$ cat config.mk
export PLATFORM = sky130hd
export DESIGN_NAME = multichannel_hysteresis_alarm_flat
export DESIGN_NICKNAME = d
export VERILOG_FILES = /design/src/rtl/mha_pkg.sv /design/src/rtl/mha_req_if.sv /design/src/rtl/mha_rsp_if.sv /design/src/rtl/multichannel_hysteresis_alarm.sv /design/src/rtl/mha_alarm_mem.sv /design/src/rtl/mha_limit_mem.sv /design/src/rtl/mha_update.sv /design/src/flat_wrapper.sv
export SDC_FILE = /design/constraint.sdc
export NUM_CORES = 1
export LEC_CHECK = 0
export ABC_AREA = 1
export BUFFER_PORTS_ARGS = -buffer_cell sky130_fd_sc_hd__buf_2
export CAP_MARGIN = 20
export CORE_MARGIN = 2
export CORE_UTILIZATION = 40
export CTS_CLUSTER_DIAMETER = 200
export DETAILED_ROUTE_END_ITERATION = 10
export MAX_ROUTING_LAYER = met4
export PLACE_DENSITY_LB_ADDON = 0.2
export SYNTH_ARGS = -nofsm -noshare
export SYNTH_HDL_FRONTEND = slang
export SYNTH_SLANG_ARGS = --single-unit
export TNS_END_PERCENT = 1
$ cat constraint.sdc
create_clock -name clk -period 8.2 [get_ports clk]
set_input_delay 0.41 -clock clk [delete_from_list [all_inputs] [get_ports clk]]
set_output_delay 0.41 -clock clk [all_outputs]
set_load 0.1 [all_outputs]
$ cat src/rtl/mha_pkg.sv
package mha_pkg;

	localparam logic [1:0] OP_READING = 2'd0;
	localparam logic [1:0] OP_ACK_ALL = 2'd1;
	localparam logic [1:0] OP_LOAD    = 2'd2;

	localparam logic [1:0] SEL_HIGH = 2'd0;
	localparam logic [1:0] SEL_LOW  = 2'd1;
	localparam logic [1:0] SEL_HYST = 2'd2;

	localparam logic [1:0] ST_CLEAR = 2'd0;
	localparam logic [1:0] ST_HIGH  = 2'd1;
	localparam logic [1:0] ST_LOW   = 2'd2;

	localparam logic [1:0] EV_NONE         = 2'd0;
	localparam logic [1:0] EV_RAISED_HIGH  = 2'd1;
	localparam logic [1:0] EV_RAISED_LOW   = 2'd2;
	localparam logic [1:0] EV_CLEARED      = 2'd3;

	typedef struct packed {
		logic signed [15:0] high;
		logic signed [15:0] low;
		logic signed [15:0] hyst;
	} limits_t;

	typedef struct packed {
		logic [1:0]         op;
		logic [3:0]         channel;
		logic signed [15:0] sample_value;
		logic               sample_valid;
		logic [1:0]         limit_select;
	} item_t;

	typedef struct packed {
		logic [3:0] event_channel;
		logic [1:0] alarm_event;
		logic [1:0] channel_state;
	} result_t;

	// Write-back request from the update logic to both memories.
	typedef struct packed {
		logic       wr_en;
		logic       clr_all;
		logic [1:0] alarm;
		limits_t    limits;
	} update_t;

	// Limits that a channel holds until its first table write.
	function automatic limits_t default_limits(logic [7:0] idx);
		limits_t l;
		l = '0;
		unique case (idx)
			8'd0: begin
				l.high = 16'sd3500;
				l.low  = 16'sd0;
				l.hyst = 16'sd200;
			end
			8'd1: begin
				l.high = 16'sd8000;
				l.low  = 16'sd2000;
				l.hyst = 16'sd500;
			end
			8'd2: begin
				l.high = 16'sd10500;
				l.low  = 16'sd9500;
				l.hyst = 16'sd50;
			end
			default: l = '0;
		endcase
		return l;
	endfunction

endpackage

$ cat src/rtl/mha_req_if.sv
interface mha_req_if;
	import mha_pkg::*;

	logic               valid;
	logic               ready;
	logic [1:0]         op;
	logic [3:0]         channel;
	logic signed [15:0] sample_value;
	logic               sample_valid;
	logic [1:0]         limit_select;

	modport source (
		output valid, op, channel, sample_value, sample_valid, limit_select,
		input  ready
	);
	modport sink (
		input  valid, op, channel, sample_value, sample_valid, limit_select,
		output ready
	);
endinterface

$ cat src/rtl/mha_rsp_if.sv
interface mha_rsp_if;
	logic       valid;
	logic       ready;
	logic [3:0] event_channel;
	logic [1:0] alarm_event;
	logic [1:0] channel_state;

	modport source (
		output valid, event_channel, alarm_event, channel_state,
		input  ready
	);
	modport sink (
		input  valid, event_channel, alarm_event, channel_state,
		output ready
	);
endinterface

$ cat src/rtl/multichannel_hysteresis_alarm.sv
// Per-channel three-state alarm (clear, high, low) with a high limit, a low
// limit and a hysteresis width for each of CHANNELS channels. Every word taken
// on req gives one word on rsp; it passes the stage-one register and then the
// result register before it can be taken on rsp. The alarm state and the
// limits sit in two memories with a registered read, read as the word is
// taken and written back as it leaves stage one, and the last write is
// forwarded so that a word for the same channel can follow in the next cycle.
// The block sustains one word per cycle while rsp keeps up. Acknowledge-all
// clears every alarm at once, and the limits come out of reset with their
// default values; no clearing pass is needed after reset.
module multichannel_hysteresis_alarm import mha_pkg::*; #(
	parameter int CHANNELS = 16
) (
	input logic       clk,
	input logic       arst_n,
	mha_req_if.sink   req,
	mha_rsp_if.source rsp
);

	localparam int IDX_W = (CHANNELS > 1) ? $clog2(CHANNELS) : 1;

	logic             accept;
	logic             adv_s1;
	logic [IDX_W-1:0] idx_in;
	logic [IDX_W-1:0] idx_s1;
	logic             vld_s1;
	item_t            item_s1;
	logic             in_range_s1;

	logic [1:0]       alarm_rd;
	limits_t          limits_rd;
	logic [1:0]       cur_alarm;
	limits_t          cur_limits;

	logic             fwd_vld_q;
	logic [IDX_W-1:0] fwd_idx_q;
	logic [1:0]       fwd_alarm_q;
	limits_t          fwd_limits_q;
	logic             fwd_hit;

	update_t          upd;
	update_t          upd_gated;
	result_t          res;
	logic             rsp_vld_q;
	result_t          rsp_q;

	assign adv_s1    = vld_s1 && (!rsp_vld_q || rsp.ready);
	assign req.ready = !vld_s1 || adv_s1;
	assign accept    = req.valid && req.ready;
	assign idx_in    = IDX_W'(req.channel);
	assign idx_s1    = IDX_W'(item_s1.channel);
	assign in_range_s1 = {5'd0, item_s1.channel} < 9'(CHANNELS);

	always_ff @(posedge clk or negedge arst_n) begin
		if (!arst_n) begin
			vld_s1 <= 1'b0;
		end else if (req.ready) begin
			vld_s1 <= req.valid;
		end
	end

	always_ff @(posedge clk) begin
		if (accept) begin
			item_s1.op           <= req.op;
			item_s1.channel      <= req.channel;
			item_s1.sample_value <= req.sample_value;
			item_s1.sample_valid <= req.sample_valid;
			item_s1.limit_select <= req.limit_select;
		end
	end

	assign upd_gated.wr_en   = upd.wr_en && adv_s1;
	assign upd_gated.clr_all = upd.clr_all && adv_s1;
	assign upd_gated.alarm   = upd.alarm;
	assign upd_gated.limits  = upd.limits;

	mha_alarm_mem #(.CHANNELS(CHANNELS)) u_alarm_mem (
		.clk     (clk),
		.arst_n  (arst_n),
		.rd_en   (accept),
		.rd_idx  (idx_in),
		.rd_data (alarm_rd),
		.wr_idx  (idx_s1),
		.upd     (upd_gated)
	);

	mha_limit_mem #(.CHANNELS(CHANNELS)) u_limit_mem (
		.clk     (clk),
		.arst_n  (arst_n),
		.rd_en   (accept),
		.rd_idx  (idx_in),
		.rd_data (limits_rd),
		.wr_idx  (idx_s1),
		.upd     (upd_gated)
	);

	// The memory read for a word happens at the same edge as the previous
	// word's write, so it can miss that write. The forwarding register holds
	// the latest write and is dropped on acknowledge-all, after which the
	// memories and valid bits are already current.
	always_ff @(posedge clk or negedge arst_n) begin
		if (!arst_n) begin
			fwd_vld_q <= 1'b0;
		end else if (upd_gated.clr_all) begin
			fwd_vld_q <= 1'b0;
		end else if (upd_gated.wr_en) begin
			fwd_vld_q <= 1'b1;
		end
	end

	always_ff @(posedge clk) begin
		if (upd_gated.wr_en) begin
			fwd_idx_q    <= idx_s1;
			fwd_alarm_q  <= upd.alarm;
			fwd_limits_q <= upd.limits;
		end
	end

	assign fwd_hit    = fwd_vld_q && (fwd_idx_q == idx_s1);
	assign cur_alarm  = fwd_hit ? fwd_alarm_q : alarm_rd;
	assign cur_limits = fwd_hit ? fwd_limits_q : limits_rd;

	mha_update u_update (
		.item       (item_s1),
		.in_range   (in_range_s1),
		.cur_alarm  (cur_alarm),
		.cur_limits (cur_limits),
		.upd        (upd),
		.res        (res)
	);

	always_ff @(posedge clk or negedge arst_n) begin
		if (!arst_n) begin
			rsp_vld_q <= 1'b0;
		end else if (!rsp_vld_q || rsp.ready) begin
			rsp_vld_q <= vld_s1;
		end
	end

	always_ff @(posedge clk) begin
		if (adv_s1) begin
			rsp_q <= res;
		end
	end

	assign rsp.valid         = rsp_vld_q;
	assign rsp.event_channel = rsp_q.event_channel;
	assign rsp.alarm_event   = rsp_q.alarm_event;
	assign rsp.channel_state = rsp_q.channel_state;

	a_ack_result_clear: assert property (@(posedge clk) disable iff (!arst_n)
		adv_s1 && item_s1.op == OP_ACK_ALL
		|=> rsp.alarm_event == EV_NONE && rsp.channel_state == ST_CLEAR)
		else $error("acknowledge-all produced a non-clear result");

	a_raise_matches_state: assert property (@(posedge clk) disable iff (!arst_n)
		rsp.valid && rsp.alarm_event == EV_RAISED_HIGH |-> rsp.channel_state == ST_HIGH)
		else $error("high alarm raised without high state");

	a_clear_matches_state: assert property (@(posedge clk) disable iff (!arst_n)
		rsp.valid && rsp.alarm_event == EV_CLEARED |-> rsp.channel_state == ST_CLEAR)
		else $error("alarm cleared but state is not clear");

	a_s1_holds: assert property (@(posedge clk) disable iff (!arst_n)
		vld_s1 && rsp.valid && !rsp.ready |=> vld_s1 && $stable(item_s1))
		else $error("pending word left stage one while the result was stalled");

endmodule

$ cat src/rtl/mha_alarm_mem.sv
module mha_alarm_mem import mha_pkg::*; #(
	parameter int CHANNELS = 16,
	localparam int IDX_W = (CHANNELS > 1) ? $clog2(CHANNELS) : 1
) (
	input  logic             clk,
	input  logic             arst_n,
	input  logic             rd_en,
	input  logic [IDX_W-1:0] rd_idx,
	output logic [1:0]       rd_data,
	input  logic [IDX_W-1:0] wr_idx,
	input  update_t          upd
);

	logic [1:0]          mem [CHANNELS];
	logic [CHANNELS-1:0] vld_q;
	logic [1:0]          rd_data_q;
	logic [IDX_W-1:0]    rd_idx_q;

	always_ff @(posedge clk) begin
		if (upd.wr_en) begin
			mem[wr_idx] <= upd.alarm;
		end
		if (rd_en) begin
			rd_data_q <= mem[rd_idx];
			rd_idx_q  <= rd_idx;
		end
	end

	// Acknowledge-all drops every valid bit, so each entry reads as clear.
	always_ff @(posedge clk or negedge arst_n) begin
		if (!arst_n) begin
			vld_q <= '0;
		end else if (upd.clr_all) begin
			vld_q <= '0;
		end else if (upd.wr_en) begin
			vld_q[wr_idx] <= 1'b1;
		end
	end

	assign rd_data = vld_q[rd_idx_q] ? rd_data_q : ST_CLEAR;

endmodule

$ cat src/rtl/mha_limit_mem.sv
module mha_limit_mem import mha_pkg::*; #(
	parameter int CHANNELS = 16,
	localparam int IDX_W = (CHANNELS > 1) ? $clog2(CHANNELS) : 1
) (
	input  logic             clk,
	input  logic             arst_n,
	input  logic             rd_en,
	input  logic [IDX_W-1:0] rd_idx,
	output limits_t          rd_data,
	input  logic [IDX_W-1:0] wr_idx,
	input  update_t          upd
);

	limits_t             mem [CHANNELS];
	logic [CHANNELS-1:0] vld_q;
	limits_t             rd_data_q;
	logic [IDX_W-1:0]    rd_idx_q;

	always_ff @(posedge clk) begin
		if (upd.wr_en) begin
			mem[wr_idx] <= upd.limits;
		end
		if (rd_en) begin
			rd_data_q <= mem[rd_idx];
			rd_idx_q  <= rd_idx;
		end
	end

	always_ff @(posedge clk or negedge arst_n) begin
		if (!arst_n) begin
			vld_q <= '0;
		end else if (upd.wr_en) begin
			vld_q[wr_idx] <= 1'b1;
		end
	end

	// An entry never written still holds its power-up limits.
	assign rd_data = vld_q[rd_idx_q] ? rd_data_q : default_limits(8'(rd_idx_q));

endmodule

$ cat src/rtl/mha_update.sv
module mha_update import mha_pkg::*; (
	input  item_t   item,
	input  logic    in_range,
	input  logic [1:0] cur_alarm,
	input  limits_t cur_limits,
	output update_t upd,
	output result_t res
);

	logic signed [16:0] val;
	logic signed [16:0] hi;
	logic signed [16:0] lo;
	logic signed [16:0] hi_clr;
	logic signed [16:0] lo_clr;
	logic [1:0]         nxt;
	logic [1:0]         ev;
	limits_t            nxt_limits;

	assign val    = 17'(item.sample_value);
	assign hi     = 17'(cur_limits.high);
	assign lo     = 17'(cur_limits.low);
	assign hi_clr = hi - 17'(cur_limits.hyst);
	assign lo_clr = lo + 17'(cur_limits.hyst);

	// A reading between the limits, or one that does not cross its clearing
	// threshold, leaves the state as it is, so no branch is required to match.
	always_comb begin
		nxt        = cur_alarm;
		ev         = EV_NONE;
		nxt_limits = cur_limits;
		if (item.op == OP_READING && item.sample_valid) begin
			if (cur_alarm == ST_CLEAR) begin
				if (val > hi) begin
					nxt = ST_HIGH;
					ev  = EV_RAISED_HIGH;
				end else if (val < lo) begin
					nxt = ST_LOW;
					ev  = EV_RAISED_LOW;
				end
			end else if (cur_alarm == ST_HIGH) begin
				if (val < hi_clr) begin
					nxt = ST_CLEAR;
					ev  = EV_CLEARED;
				end
			end else if (cur_alarm == ST_LOW) begin
				if (val > lo_clr) begin
					nxt = ST_CLEAR;
					ev  = EV_CLEARED;
				end
			end
		end else if (item.op == OP_LOAD) begin
			unique case (item.limit_select)
				SEL_HIGH: nxt_limits.high = item.sample_value;
				SEL_LOW:  nxt_limits.low  = item.sample_value;
				SEL_HYST: nxt_limits.hyst = item.sample_value;
				default:  nxt_limits = cur_limits;
			endcase
		end
	end

	// Every in-range item other than acknowledge-all writes its entry back,
	// changed or not, which keeps the forwarding path uniform.
	always_comb begin
		upd.clr_all       = (item.op == OP_ACK_ALL);
		upd.wr_en         = in_range && !upd.clr_all;
		upd.alarm         = nxt;
		upd.limits        = nxt_limits;
		res.event_channel = item.channel;
		if (upd.wr_en) begin
			res.alarm_event   = ev;
			res.channel_state = nxt;
		end else begin
			res.alarm_event   = EV_NONE;
			res.channel_state = ST_CLEAR;
		end
	end

endmodule

$ cat src/flat_wrapper.sv
// flat-port wrapper written by rule: the top's interface ports become plain ports
module multichannel_hysteresis_alarm_flat import mha_pkg::*;
#(
	parameter int CHANNELS = 16
)
  (clk, arst_n, req_valid, req_op, req_channel, req_sample_value, req_sample_valid, req_limit_select, req_ready, rsp_valid, rsp_event_channel, rsp_alarm_event, rsp_channel_state, rsp_ready);
  mha_req_if req_i ();
  mha_rsp_if rsp_i ();
  input logic clk;
  input logic arst_n;
  input wire logic [$bits(req_i.valid)-1:0] req_valid;
  input wire logic [$bits(req_i.op)-1:0] req_op;
  input wire logic [$bits(req_i.channel)-1:0] req_channel;
  input wire logic [$bits(req_i.sample_value)-1:0] req_sample_value;
  input wire logic [$bits(req_i.sample_valid)-1:0] req_sample_valid;
  input wire logic [$bits(req_i.limit_select)-1:0] req_limit_select;
  output wire logic [$bits(req_i.ready)-1:0] req_ready;
  output wire logic [$bits(rsp_i.valid)-1:0] rsp_valid;
  output wire logic [$bits(rsp_i.event_channel)-1:0] rsp_event_channel;
  output wire logic [$bits(rsp_i.alarm_event)-1:0] rsp_alarm_event;
  output wire logic [$bits(rsp_i.channel_state)-1:0] rsp_channel_state;
  input wire logic [$bits(rsp_i.ready)-1:0] rsp_ready;
  assign req_i.valid = req_valid;
  assign req_i.op = req_op;
  assign req_i.channel = req_channel;
  assign req_i.sample_value = req_sample_value;
  assign req_i.sample_valid = req_sample_valid;
  assign req_i.limit_select = req_limit_select;
  assign req_ready = req_i.ready;
  assign rsp_valid = rsp_i.valid;
  assign rsp_event_channel = rsp_i.event_channel;
  assign rsp_alarm_event = rsp_i.alarm_event;
  assign rsp_channel_state = rsp_i.channel_state;
  assign rsp_i.ready = rsp_ready;
  multichannel_hysteresis_alarm #(.CHANNELS(CHANNELS)) u_core (.clk(clk), .arst_n(arst_n), .req(req_i), .rsp(rsp_i));
endmodule
[Word-level counts from Yosys, hierarchy flattened]
Memory sizes are Yosys's and may differ from the RTL's. A register that Yosys moved wholly into a read port is not among the register bits.
Index checks and enable logic that the tools add are counted.
Word-level totals
  memory bits (writable): 800
  bits in registers: 122
  bits of input ports: 29
  logic and storage cells: 95
  output and inout port bits: 10
  memories kept: 2
Cells by class
  equality and inequality tests: 9
  order comparisons: 6
  multiplexer cells: 37
  reductions and logical operators: 18
  bitwise gates (word level): 3
  add/subtract/negate cells: 2
Memories
  u_core.u_limit_mem.mem: words 16, bits a word 48, rd ports 1, clocked after Yosys merged registers in 1, wr ports 1, line mha_limit_mem.sv:14  | limits_t mem [CHANNELS];
  u_core.u_alarm_mem.mem: words 16, bits a word 2, rd ports 1, clocked after Yosys merged registers in 1, wr ports 1, line mha_alarm_mem.sv:14  | logic [1:0] mem [CHANNELS];
Operator list (number)
  48-bit 2-to-1 mux: 4
  46-bit one-hot mux with 3 select lines: 1
  16-bit 2-to-1 mux: 5
  2-bit 2-to-1 mux: 17
  16-bit OR: 2
  16-bit by 16-bit adder with 17-bit output: 1
  16-bit by 17-bit greater-than comparator with 1-bit output: 1
  16-bit by 17-bit < comparator with 1-bit output: 1
  16-bit by 16-bit subtractor with 17-bit output: 1
  16-bit greater-than comparator: 1
  16-bit < comparator: 1
  1-bit binary-select mux with 4-bit select: 2
  1-bit logical AND: 7
  1-bit 2-to-1 mux: 7
  2-bit by 1-bit == test with 1-bit output, second input constant: 3
  2-bit == test, second input constant: 3
  2-bit zero test: 3
  4-bit by 5-bit < comparator with 1-bit output, second input constant: 1
  1-bit demux with 4-bit select: 1
  4-bit by 1-bit == test with 1-bit output, second input constant: 1
  4-bit by 2-bit == test with 1-bit output, second input constant: 1
  4-bit == test: 1
  4-bit by 1-bit greater-or-equal comparator with 1-bit output, second input constant: 1
  4-bit zero test: 1
  other kinds (5): 8

[Longest topological paths before layout]
  depth in word-level cells: 11
  gate-level depth with buffers: 41
  gate-level depth less buffers: 40

[Modules after synthesis]
Synthesis repeated with hierarchy kept, for this count alone.
Unflattened totals
  cell total of the unflattened synthesis: 3863
  area total of the unflattened synthesis: 43928.4 µm²
Modules (own cells, without submodules)
  mha_limit_mem: area each 33942.6 µm², times used 1, cells each 2681
  mha_update: area each 3891.2 µm², times used 1, cells each 642
  multichannel_hysteresis_alarm: area each 3626.0 µm², times used 1, cells each 297
  mha_alarm_mem: area each 2468.6 µm², times used 1, cells each 243

[Worst setup path after synthesis]
Ideal clock, no wire load.
  path kind: flip-flop to flip-flop
  start point: reg u_core.rsp_vld_q (netlist: u_core.rsp.valid)
  end point: mem u_core.u_alarm_mem.mem[0][0], enable pin
  cell stages (with the launch flop): 6
  path slack: 1688 ps
  buffers on the path: 0
  clock period less this slack: 6512 ps
  required time: 7743 ps
  arrival: 6055 ps
  path through: dfrtp_1 > nand2_1 > nand2_1 > nor2_1 > inv_1 > nor2_1
RTL lines
  start, declared: line multichannel_hysteresis_alarm.sv:44  | logic rsp_vld_q;
  start signal, assigned: line multichannel_hysteresis_alarm.sv:136  | rsp_vld_q <= vld_s1;
  end, declared: line mha_alarm_mem.sv:14

==> flow_summary.toml <==
[worst_setup_path]
critical_path_class = "flip-flop to flip-flop"
crit_top_cell = "nand2_1"
worstReg2RegEnd = "u_core.u_alarm_mem.mem[4][0]"
cpPeakStageDelay_ns = 0.75
crit_start = "u_core.u_limit_mem.rd_idx_q[0]"
crit_buf_inv = 5
end_kind = "flip-flop"
reg2reg_depth = 36
cpMaxStageDelayCell = "edfxtp_1"
cp_num_cells = 36
critPathLaunchType = "flip-flop"
crit_arrival_ns = 7.50
cp.required_ns = 8.46
path_max_fanout = 32
crit_end = "u_core.u_alarm_mem.mem[4][0]"
ff2ff_setup_slack_ns = 0.96
critPathTopFamily = "simple AND/OR/NAND/NOR gates"
r2r_start = "u_core.u_limit_mem.rd_idx_q[0]"

[clocking]
post_cts_resized = 0
cts_max_path_buffers = 3
numCtsBuffers = 99
clock-root-buffer = "clkbuf_16"
cts.sinks = 972
htreeDepth = 3
cts_setup_buffers = 0
cts_tree = "built"
cts_hold_buffers = 24
insertion_delay_ns = 0.68
clkSlewWorstSetupHoldPaths_ns = 0.06

[pwr]
p_leak_uw = 0.01772
powerDensity_mw_per_mm2 = 259.0
p_comb_share_pct = 16.0
p_seq_share_pct = 48.9
clock_power_share_pct = 35.1
ir_drop_mv = 0.2114
swShare_pct = 27.01
power.switching_uw = 3309
p_int_uw = 8939

[route]
drt_pass1_iterations = 5
ant_nets = 0
topRoutingLayerUsed = "met4"
avgRoutedWirePerCell_um = 23.18
drc = 0
finalWirelength_um = 110900
routed-wl-met2_um = 51340
route.met3.wl_um = 5394
drt-initial-drc-count = 2776
viasPerCell = 5.335
wl_met1_um = 52450
route.vias.total = 25529

[synth]
async_reset_ff_share_pct = 3.601
synth_cell_types = 48
synthFlopType = "edfxtp_1"
synth_edf_count = 937
synth_fp_nets = 3370
avgSynthCellArea_sq_um = 12.91
netlist_area_sq_mm = 0.04186
synth-seq-cells = 972
ys_warn_count = 0
seq_area_frac_synth_pct = 69.30
netlist_instances = 3243

[global_routing]
grt_pass1_wl_um = 163500
antenna_found_initial = 2
track_usage_pct = 21.16
grt_pass1_vias = 24397
grt_overflow_total = 0
grt_max_degree = 170

[floorplan]
dieArea_sq_mm = 0.1073
start_util_pct = 40.39
core_area_sq_mm = 0.1036
ioPinCount = 39
die_w_um = 327.5
die-height_um = 327.5
rows = 118

[finish]
area_growth_pct = 12.94
multi_input_area_sq_mm = 0.01083
n_fill_cell = 9358
drive_gt1_share_pct = 9.078
fin_cells = 4785
final_common_cell = "edfxtp_1"
fin_nets = 3452
seq_area_sq_mm = 0.02901
layout_common_cells = "edfxtp_1, inv_1, o21ai_0, nand2_1, a21oi_1"

[run_status]
status = "finished, final reports clean"

[timing]
period_minus_slack_ns = 7.239
fin_ws_ns = 0.9610
final_max_slew_viol_count = 0
setup_viol = 0
rsz0062_at_grt = "no"
tns_ns = 0
max_freq_mhz = 138.1
skew_ns = 0.02519
period_share_pct = 88.28
finalHoldViolCount = 0
worst_pin_slew_ns = 1.104
relSlewSlack_pct = 26.23

[placement]
hpwl_um = 61450
pre_cts_ws_ns = 1.019
numPortBuffers = 38
gp_congestion = 0.9444
dp_cells = 4571

[min_path]
hp-class = "primary input to flip-flop"
min_from = "req_channel[3]"

[job]
drv_cap = 0
[power by group through the flow]
| stage | Clock, uW | Sequential [uW] | Combinational (uW) |
|---|---|---|---|
| 6_report | 4300 | 5990 | 1960 |
| 4_1_cts | 4380 | 5990 | 1940 |
| 3_5_place_dp | 0 | 6090 | 1920 |
| 5_1_grt | 4570 | 6000 | 2190 |
| 3_3_place_gp | 0 | 6100 | 1900 |
| 2_1_floorplan | 0 | 6100 | 1260 |
[tightest hold or removal path, cell delays in order]
cell	delay, ns
buf_4	0.22
o211ai_1	0.15
nand2_1	0.05
[sequential cells by signal, indices dropped and copies added, names as in the netlist, 16 cells and up]
register and count:
u_core.u_alarm_mem.vld_q 16, u_core.item_s1 21, u_core.u_limit_mem.mem 768, u_core.u_limit_mem.rd_data_q 48, u_core.fwd_limits_q 48, u_core.u_alarm_mem.mem 32
u_core.u_limit_mem.vld_q 16
[synthesized netlist by cell type, types with 6 or more instances]
cell type  number  area, sq um
dfrtp_1        35        875.8
a21oi_1       281         1406
o21ai_0       331         1657
inv_2           6        22.52
nor3_1         12        60.06
buf_1          10        37.54
nand3_1        58        290.3
xor2_1         23        201.4
o21a_1         22        165.2
o211ai_1      202         1516
clkbuf_1      125        469.2
edfxtp_1      937        28140
inv_1         378         1419
or2_2          13        81.33
o21ai_1        12        60.06
nand2_1       297         1115
nand4_1         6        37.54
nor2_1         86        322.8
ha_1           96         1201
xnor2_1         6        52.55
a31oi_1        25        156.4
buf_2          30        150.1
o22ai_1         8        50.05
mux2i_1       200         2002
[per-stage QoR]
step | area, sq um | util [%] | power (uW) | hold slack [ns]
floorplan | 41860 | - | 7356 | 0.1144
global placement | 43820 | 42.28 | 7996 | 0.4565
detailed placement | 43900 | 42.36 | 8014 | 0.4609
CTS | 47200 | 45.54 | 12310 | 0.3297
global route | 47280 | 45.62 | 12760 | 0.3352
finish | 47280 | 45.62 | 12250 | 0.3426
[how the worst min path moves through the flow]
stage	cells past startpoint	endpoint	slack [ns]
2_1_floorplan	0	u_core.fwd_vld_q	0.11
3_3_place_gp	1	u_core.u_limit_mem.vld_q[9]	0.46
3_5_place_dp	1	u_core.u_limit_mem.vld_q[10]	0.46
4_1_cts	3	u_core.u_alarm_mem.rd_data_q[1]	0.33
5_1_grt	3	u_core.u_alarm_mem.rd_data_q[1]	0.34
6_report	3	u_core.u_alarm_mem.rd_data_q[1]	0.34
[cells by family after synthesis]
group | count (synthesis) | share of synthesized area, %
AOI/OAI and AO/OA | 900 | 12.33
and+or+nand+nor | 488 | 4.836
buffers and inverters | 556 | 5.173
DFF | 972 | 69.30
xor gates and xnor gates | 29 | 0.6067
adders and majority gates | 98 | 2.965
muxes | 200 | 4.782
[cell type report]
type	count	share of cell area, %
sequential	972	61.36
multi-input combinational	1715	22.90
clock buffer	127	5.706
tap	1380	3.652
inverter	385	3.075
timing repair buffer	152	2.525
clock inverter	53	0.7727
antenna	1	0.005293
[routing by layer]
layer  global-route usage, %  up-vias
met1                   29.88    12786
met3                   2.525      124
met4                   4.497        0
li1                        -    11990
met5                       -        -
met2                   33.04      629
Note: power is estimated with default switching activity, not from simulation.
